<file path="src/rtl/core/lps_pkg.sv">
// shared types and constants for the lexicographic permutation stepper
package lps_pkg;

    localparam int MAX_LENGTH    = 16;
    localparam int ELEMENT_WIDTH = 8;

    // memory address and effective length widths
    localparam int AW  = $clog2(MAX_LENGTH);
    localparam int N_W = $clog2(MAX_LENGTH + 1);

    // fixed field widths
    localparam int LEN_W   = 5;
    localparam int IDX_W   = 4;
    localparam int VAL_W   = 8;
    localparam int POS_W   = 4;
    localparam int ELEM_W  = 8;

    localparam logic [LEN_W-1:0] LENGTH_RESET = 5'd16;

    localparam logic OP_LOAD    = 1'b0;
    localparam logic OP_ADVANCE = 1'b1;

    typedef struct packed {
        logic             operation;
        logic [IDX_W-1:0] index;
        logic [VAL_W-1:0] value;
    } in_item_t;

    typedef struct packed {
        logic [POS_W-1:0]  position;
        logic [ELEM_W-1:0] element;
        logic              last;
        logic              advanced;
    } out_item_t;

    typedef enum logic [2:0] {
        ST_IDLE,
        ST_SCAN_P,
        ST_SCAN_S,
        ST_SWAP_RD,
        ST_SWAP_WA,
        ST_SWAP_WB,
        ST_EMIT_PRE,
        ST_EMIT
    } state_t;

    typedef enum logic [3:0] {
        DP_NOP,
        DP_LOAD,
        DP_START,
        DP_SCAN_P,
        DP_FOUND_P,
        DP_SCAN_S,
        DP_FOUND_S,
        DP_SWAP_RD,
        DP_SWAP_WA,
        DP_SWAP_WB,
        DP_EMIT_PRE,
        DP_EMIT
    } dp_op_t;

    typedef struct packed {
        dp_op_t op;
    } dp_cmd_t;

    typedef struct packed {
        logic short_len;   // fewer than two elements in use
        logic pivot_hit;   // ascent seen at the tagged pair
        logic pivot_none;  // scan reached the front with no ascent
        logic succ_hit;    // rightmost element above the pivot seen
        logic more_pairs;  // suffix reversal not finished
        logic slot_free;   // output register can take an element
        logic emit_last;   // element being emitted is the final one
    } dp_status_t;

endpackage

</file>
<file path="src/rtl/core/lps_datapath.sv">
// arrangement memory, scan pointers, swap registers and output register
module lps_datapath (
    input  logic                 clk,
    input  logic                 rst_n,
    input  lps_pkg::dp_cmd_t     cmd,
    output lps_pkg::dp_status_t  status,
    input  lps_pkg::in_item_t    item,
    input  logic                 cfg_we,
    input  logic [lps_pkg::LEN_W-1:0] cfg_data,
    output lps_pkg::out_item_t   result,
    output logic                 result_valid,
    input  logic                 result_ready
);

    localparam int AW = lps_pkg::AW;
    localparam int EW = lps_pkg::ELEMENT_WIDTH;
    localparam int NW = lps_pkg::N_W;

    logic [EW-1:0]              mem_reg [lps_pkg::MAX_LENGTH];
    logic [EW-1:0]              rda_reg;
    logic [EW-1:0]              rdb_reg;
    logic [lps_pkg::LEN_W-1:0]  len_reg;
    logic [NW-1:0]              n_reg;
    logic [AW-1:0]              j_reg;
    logic [AW-1:0]              tag_reg;
    logic                       tvalid_reg;
    logic [EW-1:0]              piv_reg;
    logic [AW-1:0]              xa_reg;
    logic [AW-1:0]              ya_reg;
    logic [AW-1:0]              lo_reg;
    logic [AW-1:0]              hi_reg;
    logic [AW-1:0]              k_reg;
    logic                       adv_reg;
    lps_pkg::out_item_t         out_reg;
    logic                       out_valid_reg;

    logic [NW-1:0] eff_n;
    logic [AW-1:0] eff_last;
    logic [AW-1:0] n_last;
    logic          rd_en;
    logic [AW-1:0] rd_addr_a;
    logic [AW-1:0] rd_addr_b;
    logic          wr_en;
    logic [AW-1:0] wr_addr;
    logic [EW-1:0] wr_data;
    logic          pair_lt;

    // effective length: zero counts as one, saturate at the memory depth
    always_comb
    begin
        if (len_reg == '0)
        begin
            eff_n = NW'(1);
        end
        else if (32'(len_reg) > lps_pkg::MAX_LENGTH)
        begin
            eff_n = NW'(lps_pkg::MAX_LENGTH);
        end
        else
        begin
            eff_n = NW'(len_reg);
        end
    end

    assign eff_last = AW'(eff_n - NW'(1));
    assign n_last   = AW'(n_reg - NW'(1));
    assign pair_lt  = rda_reg < rdb_reg;

    always_comb
    begin
        rd_en     = 1'b0;
        rd_addr_a = '0;
        rd_addr_b = '0;
        wr_en     = 1'b0;
        wr_addr   = '0;
        wr_data   = '0;
        case (cmd.op)
            lps_pkg::DP_LOAD:
            begin
                wr_en   = 32'(item.index) < lps_pkg::MAX_LENGTH;
                wr_addr = AW'(item.index);
                wr_data = EW'(item.value);
            end
            lps_pkg::DP_SCAN_P:
            begin
                rd_en     = 1'b1;
                rd_addr_a = j_reg - AW'(1);
                rd_addr_b = j_reg;
            end
            lps_pkg::DP_SCAN_S:
            begin
                rd_en     = 1'b1;
                rd_addr_a = j_reg;
            end
            lps_pkg::DP_SWAP_RD:
            begin
                rd_en     = 1'b1;
                rd_addr_a = xa_reg;
                rd_addr_b = ya_reg;
            end
            lps_pkg::DP_SWAP_WA:
            begin
                wr_en   = 1'b1;
                wr_addr = xa_reg;
                wr_data = rdb_reg;
            end
            lps_pkg::DP_SWAP_WB:
            begin
                wr_en   = 1'b1;
                wr_addr = ya_reg;
                wr_data = rda_reg;
            end
            lps_pkg::DP_EMIT_PRE:
            begin
                rd_en     = 1'b1;
                rd_addr_a = '0;
            end
            lps_pkg::DP_EMIT:
            begin
                rd_en     = 1'b1;
                rd_addr_a = k_reg + AW'(1);
            end
            default:
            begin
                rd_en = 1'b0;
            end
        endcase
    end

    // arrangement memory, registered read data
    always_ff @(posedge clk)
    begin
        if (wr_en)
        begin
            mem_reg[wr_addr] <= wr_data;
        end
        if (rd_en)
        begin
            rda_reg <= mem_reg[rd_addr_a];
            rdb_reg <= mem_reg[rd_addr_b];
        end
    end

    // control registers
    always_ff @(posedge clk or negedge rst_n)
    begin
        if (!rst_n)
        begin
            len_reg       <= lps_pkg::LENGTH_RESET;
            tvalid_reg    <= 1'b0;
            out_valid_reg <= 1'b0;
        end
        else
        begin
            if (cfg_we)
            begin
                len_reg <= cfg_data;
            end
            case (cmd.op)
                lps_pkg::DP_START,
                lps_pkg::DP_FOUND_P,
                lps_pkg::DP_FOUND_S:  tvalid_reg <= 1'b0;
                lps_pkg::DP_SCAN_P,
                lps_pkg::DP_SCAN_S:   tvalid_reg <= 1'b1;
                default:              tvalid_reg <= tvalid_reg;
            endcase
            if (cmd.op == lps_pkg::DP_EMIT)
            begin
                out_valid_reg <= 1'b1;
            end
            else if (result_ready)
            begin
                out_valid_reg <= 1'b0;
            end
        end
    end

    // pointers and payload
    always_ff @(posedge clk)
    begin
        case (cmd.op)
            lps_pkg::DP_START:
            begin
                n_reg   <= eff_n;
                j_reg   <= eff_last;
                adv_reg <= 1'b0;
            end
            lps_pkg::DP_SCAN_P:
            begin
                tag_reg <= j_reg;
                if (j_reg > AW'(1))
                begin
                    j_reg <= j_reg - AW'(1);
                end
            end
            lps_pkg::DP_FOUND_P:
            begin
                xa_reg  <= tag_reg - AW'(1);
                piv_reg <= rda_reg;
                lo_reg  <= tag_reg;
                hi_reg  <= n_last;
                j_reg   <= n_last;
                adv_reg <= 1'b1;
            end
            lps_pkg::DP_SCAN_S:
            begin
                tag_reg <= j_reg;
                if (j_reg > lo_reg)
                begin
                    j_reg <= j_reg - AW'(1);
                end
            end
            lps_pkg::DP_FOUND_S:
            begin
                ya_reg <= tag_reg;
            end
            lps_pkg::DP_SWAP_WB:
            begin
                // next pair of the suffix reversal
                xa_reg <= lo_reg;
                ya_reg <= hi_reg;
                lo_reg <= lo_reg + AW'(1);
                hi_reg <= hi_reg - AW'(1);
            end
            lps_pkg::DP_EMIT_PRE:
            begin
                k_reg <= '0;
            end
            lps_pkg::DP_EMIT:
            begin
                out_reg.position <= lps_pkg::POS_W'(k_reg);
                out_reg.element  <= lps_pkg::ELEM_W'(rda_reg);
                out_reg.last     <= k_reg == n_last;
                out_reg.advanced <= adv_reg;
                k_reg            <= k_reg + AW'(1);
            end
            default:
            begin
                k_reg <= k_reg;
            end
        endcase
    end

    always_comb
    begin
        status.short_len  = eff_n < NW'(2);
        status.pivot_hit  = tvalid_reg && pair_lt;
        status.pivot_none = tvalid_reg && !pair_lt && (tag_reg == AW'(1));
        status.succ_hit   = tvalid_reg && ((rda_reg > piv_reg) || (tag_reg == lo_reg));
        status.more_pairs = lo_reg < hi_reg;
        status.slot_free  = !out_valid_reg || result_ready;
        status.emit_last  = k_reg == n_last;
    end

    assign result       = out_reg;
    assign result_valid = out_valid_reg;

    // elements leave in position order within a run
    a_emit_order: assert property (@(posedge clk) disable iff (!rst_n)
        (cmd.op == lps_pkg::DP_EMIT && k_reg != '0)
        |-> (k_reg == AW'(out_reg.position) + AW'(1)))
        else $error("emitted position does not follow the previous one");

    // every swap exchanges a lower position with a strictly higher one
    a_swap_pair: assert property (@(posedge clk) disable iff (!rst_n)
        (cmd.op == lps_pkg::DP_SWAP_RD) |-> (xa_reg < ya_reg))
        else $error("swap pair out of order");

endmodule

</file>
<file path="src/rtl/core/lps_ctrl.sv">
// sequencing state machine for scan, swap, reversal and emission
module lps_ctrl (
    input  logic                clk,
    input  logic                rst_n,
    input  logic                item_valid,
    input  logic                item_op,
    output logic                item_ready,
    input  lps_pkg::dp_status_t status,
    output lps_pkg::dp_cmd_t    cmd
);

    lps_pkg::state_t state_reg;
    lps_pkg::state_t state_next;

    always_ff @(posedge clk or negedge rst_n)
    begin
        if (!rst_n)
        begin
            state_reg <= lps_pkg::ST_IDLE;
        end
        else
        begin
            state_reg <= state_next;
        end
    end

    // next state
    always_comb
    begin
        state_next = state_reg;
        case (state_reg)
            lps_pkg::ST_IDLE:
            begin
                if (item_valid && item_op == lps_pkg::OP_ADVANCE)
                begin
                    state_next = status.short_len ? lps_pkg::ST_EMIT_PRE : lps_pkg::ST_SCAN_P;
                end
            end
            lps_pkg::ST_SCAN_P:
            begin
                if (status.pivot_hit)
                begin
                    state_next = lps_pkg::ST_SCAN_S;
                end
                else if (status.pivot_none)
                begin
                    state_next = lps_pkg::ST_EMIT_PRE;
                end
            end
            lps_pkg::ST_SCAN_S:
            begin
                if (status.succ_hit)
                begin
                    state_next = lps_pkg::ST_SWAP_RD;
                end
            end
            lps_pkg::ST_SWAP_RD:  state_next = lps_pkg::ST_SWAP_WA;
            lps_pkg::ST_SWAP_WA:  state_next = lps_pkg::ST_SWAP_WB;
            lps_pkg::ST_SWAP_WB:
            begin
                state_next = status.more_pairs ? lps_pkg::ST_SWAP_RD : lps_pkg::ST_EMIT_PRE;
            end
            lps_pkg::ST_EMIT_PRE: state_next = lps_pkg::ST_EMIT;
            lps_pkg::ST_EMIT:
            begin
                if (status.slot_free && status.emit_last)
                begin
                    state_next = lps_pkg::ST_IDLE;
                end
            end
            default:              state_next = lps_pkg::ST_IDLE;
        endcase
    end

    // outputs
    always_comb
    begin
        cmd.op     = lps_pkg::DP_NOP;
        item_ready = 1'b0;
        case (state_reg)
            lps_pkg::ST_IDLE:
            begin
                item_ready = 1'b1;
                if (item_valid)
                begin
                    cmd.op = (item_op == lps_pkg::OP_ADVANCE) ? lps_pkg::DP_START
                                                              : lps_pkg::DP_LOAD;
                end
            end
            lps_pkg::ST_SCAN_P:
            begin
                if (status.pivot_hit)
                begin
                    cmd.op = lps_pkg::DP_FOUND_P;
                end
                else if (!status.pivot_none)
                begin
                    cmd.op = lps_pkg::DP_SCAN_P;
                end
            end
            lps_pkg::ST_SCAN_S:
            begin
                cmd.op = status.succ_hit ? lps_pkg::DP_FOUND_S : lps_pkg::DP_SCAN_S;
            end
            lps_pkg::ST_SWAP_RD:  cmd.op = lps_pkg::DP_SWAP_RD;
            lps_pkg::ST_SWAP_WA:  cmd.op = lps_pkg::DP_SWAP_WA;
            lps_pkg::ST_SWAP_WB:  cmd.op = lps_pkg::DP_SWAP_WB;
            lps_pkg::ST_EMIT_PRE: cmd.op = lps_pkg::DP_EMIT_PRE;
            lps_pkg::ST_EMIT:
            begin
                if (status.slot_free)
                begin
                    cmd.op = lps_pkg::DP_EMIT;
                end
            end
            default:              cmd.op = lps_pkg::DP_NOP;
        endcase
    end

    // an advance always starts a run
    a_advance_starts: assert property (@(posedge clk) disable iff (!rst_n)
        (state_reg == lps_pkg::ST_IDLE && item_valid && item_op == lps_pkg::OP_ADVANCE)
        |=> (state_reg != lps_pkg::ST_IDLE))
        else $error("advance transfer did not start a run");

endmodule

</file>
<file path="src/rtl/core/lexicographic_permutation_step.sv">
// top level of the lexicographic permutation stepper
// an advance runs its scans and swaps one after another through the two-read,
//   one-write arrangement memory; result stalls lengthen it
// throughput: one advance at a time; results leave at one element per cycle
//   while result_ready is high
// reset: length returns to 16 and the controller to idle; the arrangement memory is
//   not cleared and holds undefined values until loaded
module lexicographic_permutation_step (
    input  logic                       clk,
    input  logic                       rst_n,
    input  logic                       item_valid,
    output logic                       item_ready,
    input  lps_pkg::in_item_t          item,
    output logic                       result_valid,
    input  logic                       result_ready,
    output lps_pkg::out_item_t         result,
    input  logic                       cfg_we,
    input  logic [lps_pkg::LEN_W-1:0]  cfg_data
);

    // command and status between the sequencer and the datapath
    lps_pkg::dp_cmd_t    cmd;
    lps_pkg::dp_status_t status;

    // sequencer: takes a transfer only when idle; a load writes one entry; an advance runs
    // pivot scan, successor scan, swap, suffix reversal (if a pivot exists) and emission
    lps_ctrl u_ctrl (
        .clk        (clk),
        .rst_n      (rst_n),
        .item_valid (item_valid),
        .item_op    (item.operation),
        .item_ready (item_ready),
        .status     (status),
        .cmd        (cmd)
    );

    // datapath: memory, pointers and an output register that decouples the result
    // channel, so a new item can be taken while the final element still waits
    lps_datapath u_datapath (
        .clk          (clk),
        .rst_n        (rst_n),
        .cmd          (cmd),
        .status       (status),
        .item         (item),
        .cfg_we       (cfg_we),
        .cfg_data     (cfg_data),
        .result       (result),
        .result_valid (result_valid),
        .result_ready (result_ready)
    );

endmodule

</file>
<file path="config.mk">
export PLATFORM = sky130hd
export DESIGN_NAME = lexicographic_permutation_step
export DESIGN_NICKNAME = d
export VERILOG_FILES = /design/src/rtl/core/lps_pkg.sv /design/src/rtl/core/lps_datapath.sv /design/src/rtl/core/lps_ctrl.sv /design/src/rtl/core/lexicographic_permutation_step.sv
export SDC_FILE = /design/constraint.sdc
export NUM_CORES = 1
export LEC_CHECK = 0
export ABC_AREA = 1
export BUFFER_PORTS_ARGS = -buffer_cell sky130_fd_sc_hd__buf_2
export CAP_MARGIN = 20
export CORE_ASPECT_RATIO = 1.4
export CORE_MARGIN = 10
export CORE_UTILIZATION = 42
export CTS_CLUSTER_DIAMETER = 40
export DETAILED_ROUTE_END_ITERATION = 7
export PLACE_DENSITY_LB_ADDON = 0.3
export SYNTH_ARGS = -nofsm -noshare
export SYNTH_HDL_FRONTEND = slang
export SYNTH_HIERARCHICAL = 1
export SYNTH_SLANG_ARGS = --single-unit
</file>
<file path="constraint.sdc">
create_clock -name clk -period 4.6 [get_ports clk]
set_input_delay 0.92 -clock clk [delete_from_list [all_inputs] [get_ports clk]]
set_output_delay 0.92 -clock clk [all_outputs]
set_load 0.01 [all_outputs]
</file>
==> impl_metrics.py <==
metrics = {
    "run_status": {
        "status": "finished, final reports clean",
    },
    "clocking": {
        "cts.clk_slew.worst_paths_ns": 0.06,
        "cts_sinks": 209,
        "cts_tree": "yes",
        "postCtsSetupRepairBufs": 0,
        "clk_latency_ns": 0.54,
        "clock_path_buffers": 3,
        "cts_max_level": 1,
        "cts_made_buffers": 30,
        "cts-root-buf": "clkbuf_16",
    },
    "die": {
        "die_area_sq_mm": 0.0342,
        "die_h_um": 215,
        "pin_count": 39,
        "coreArea_sq_mm": 0.0268,
        "start_util_pct": 42.4,
        "die_x_um": 159,
        "rows": 71,
    },
    "timing": {
        "fin_skew_ns": 0.0126,
        "timing.final.crit_share_pct": 92.6,
        "slew_headroom_pct": 38.7,
        "setup_slack_ns": 0.340,
        "slew_viol_final": 0,
        "max_freq_mhz": 235,
        "hold_viol_final": 0,
        "tightest_slew_ns": 0.917,
        "rsz0062_at_grt": "yes",
        "setup-violations-final": 0,
        "min_period_ns": 4.26,
    },
    "yosys": {
        "muxShareOfSynthArea_pct": 0,
        "synthXorXnorAreaFrac_pct": 1.46,
        "synth_fp_nets": 1305,
        "yosysTopAreaCell": "edfxtp_1",
        "synthCells": 1251,
        "synth_enable_flop_cells": 199,
        "netlist_top_cells_count": "nand2_1 (352), edfxtp_1 (199), nand3_1 (185)",
        "synth_top_family_by_area": "simple AND/OR/NAND/NOR gates",
        "yosysMostFrequentCell": "nand2_1",
        "seq_area_frac_synth_pct": 54.7,
        "synthTopCellsByArea": "edfxtp_1 (53%), nand2_1 (12%), nand3_1 (8.1%)",
        "syn_area_sq_mm": 0.0114,
        "yosysWarningCount": 6,
        "avgSynthCellArea_sq_um": 9.10,
        "synthArstFlopShare_pct": 4.78,
        "synth_cell_type_count": 42,
        "yosysTopAreaCellShare_pct": 52.5,
        "synth_seq_cells": 209,
        "synthAdderAreaFrac_pct": 3.41,
        "synth_compound_area_share_pct": 7.44,
        "ys.flop_type": "edfxtp_1",
        "synth_simple_gate_area_share_pct": 23.7,
    },
    "route": {
        "via_per_inst": 5.26,
        "firstDrtPassIters": 6,
        "postRouteAntennaNets": 0,
        "dr.first_iter.drc_count": 722,
        "via_count": 8909,
        "wl_mm": 31.7,
        "wire_per_inst_um": 18.7,
        "drcViolationCount": 0,
    },
    "worst_setup_path": {
        "slowest_stage": "nor2_1",
        "worstPathRequired_ns": 4.76,
        "path_max_fanout": 9,
        "cp.arrival_ns": 4.42,
        "slowest_delay_ns": 0.69,
        "regToRegSetupSlack_ns": 0.34,
        "r2r_start": "u_datapath/rda_reg[1]$_DFFE_PP_",
        "reg2reg_depth": 19,
        "rr_endpoint": "u_datapath/mem_reg[8][7]$_DFFE_PP_",
        "crit_path_start_kind": "register",
        "endpoint_kind": "register",
        "path_cells": "ha_1 > o21ai_0 > nand2_1 > nand3_1 > nand2_1 > nand4_1 > nand2_1 > nor2_1 > nor2_1 > nand3_2 > nand2_2 > nor2_1 > nand3_1 > nor2_1 > nand2_1 > inv_1 > a221oi_1 > nand2_1 > nor2_1",
        "critical_path_class": "register to register",
    },
    "final_layout": {
        "drive_gt1_share_pct": 12.6,
        "antenna_cells": 0,
        "area_delta_synth_final_pct": 14.5,
        "nets": 1360,
        "largest_reg_flops": 128,
    },
    "grt": {
        "antenna_found_initial": 1,
        "grt_usage_pct": 18.0,
        "grt_overflow_total": 0,
        "grt_pass1_vias": 8556,
        "grt_first_pass_wirelength_mm": 49.1,
        "grt_max_degree": 79,
    },
    "place": {
        "dp_hpwl_mm": 21.5,
        "gp_congestion": 0.896,
        "pre_cts_slack_ns": 0.355,
        "numPortBuffers": 38,
    },
    "min_path": {
        "min_path_type": "primary input to async pin",
    },
    "job": {
        "cap_violations": 0,
    },
}
[stage by stage]
step	instances	hold slack, ns	area (sq um)	util, %	setup TNS (ns)
2_1_floorplan	1251	0.400	11400	-	0
3_3_place_gp	1639	0.402	12000	44.7	0
3_5_place_dp	1639	0.426	12000	44.7	0
4_1_cts	1695	0.241	13000	48.5	0
5_1_grt	1695	0.239	13000	48.5	-0.201
6_report	1695	0.248	13000	48.5	0
[final cells by class]
type / instances / area (sq um)
fillers: 2522 / 13800
repair buffers: 70 / 455
flip-flops and latches: 209 / 6230
well taps: 365 / 457
clock buffers: 34 / 787
inverters: 199 / 752
clock inverters: 22 / 248
multi-input cells: 796 / 4100
[cell families after synthesis]
kind of cell | count (synthesis)
buffers and inverters | 246
DFF | 209
AOI/OAI and AO/OA | 124
adders and majority gates | 31
and+or+nand+nor | 622
xor gates and xnor gates | 19
[critical path: cells and delay by family (launching register included)]
kind / cells / cell delay (ns)
and+or+nand+nor: 15 / 2.40
AOI/OAI and AO/OA: 2 / 0.56
DFF: 1 / 0.45
buffers and inverters: 1 / 0.15
adders and majority gates: 1 / 0.31
[placed cells by master (no fill, tap or decap), types with 7 or more instances in the layout]
| master | synthesis | routed |
|---|---|---|
| inv_1 | 184 | 184 |
| o21ai_0 | 34 | 34 |
| edfxtp_1 | 199 | 199 |
| nor2_1 | 45 | 44 |
| clkbuf_16 | 0 | 31 |
| nor2_2 | 8 | 9 |
| buf_2 | 21 | 38 |
| a21oi_1 | 16 | 16 |
| xor2_1 | 7 | 7 |
| buf_4 | 11 | 30 |
| nand2_2 | 7 | 7 |
| nand3_1 | 185 | 185 |
| dfrtp_1 | 9 | 9 |
| ha_1 | 31 | 31 |
| nand2_1 | 352 | 352 |
| o211ai_1 | 59 | 59 |
| xnor2_1 | 12 | 12 |
| inv_2 | 13 | 13 |
[worst max-delay path by stage]
stage          slack (ns)                                  end  cells past startpoint                            start
6_report             0.34   u_datapath/mem_reg[8][7]$_DFFE_PP_                     19  u_datapath/rda_reg[1]$_DFFE_PP_
5_1_grt             -0.01  u_datapath/mem_reg[10][0]$_DFFE_PP_                     15  u_datapath/rda_reg[3]$_DFFE_PP_
4_1_cts              0.31   u_datapath/mem_reg[2][4]$_DFFE_PP_                     19  u_datapath/rda_reg[1]$_DFFE_PP_
3_5_place_dp         0.35   u_datapath/mem_reg[2][7]$_DFFE_PP_                     19  u_datapath/rda_reg[1]$_DFFE_PP_
3_3_place_gp         0.44   u_datapath/mem_reg[4][6]$_DFFE_PP_                     18  u_datapath/rda_reg[3]$_DFFE_PP_
2_1_floorplan        1.18  u_datapath/mem_reg[14][0]$_DFFE_PP_                     17  u_datapath/rda_reg[3]$_DFFE_PP_
[routing by layer]
| metal | routed length [um] | vias to the layer above | global-route usage [%] |
|---|---|---|---|
| met3 | 2240 | 67 | 3.06 |
| met2 | 16000 | 374 | 31.9 |
| li1 | - | 4312 | - |
| met5 | 7 | - | 0 |
| met1 | 12200 | 4154 | 21.1 |
| met4 | 1240 | 2 | 7.00 |
[what timing repair did]
action                                  4_1_cts  5_1_grt
hold buffers                                  0        0
gates resized for setup                       0        1
endpoints found under the setup margin        0       24
Power is not shown: default switching activity piles up to over one toggle a cycle in this logic, so the estimate is an artifact.
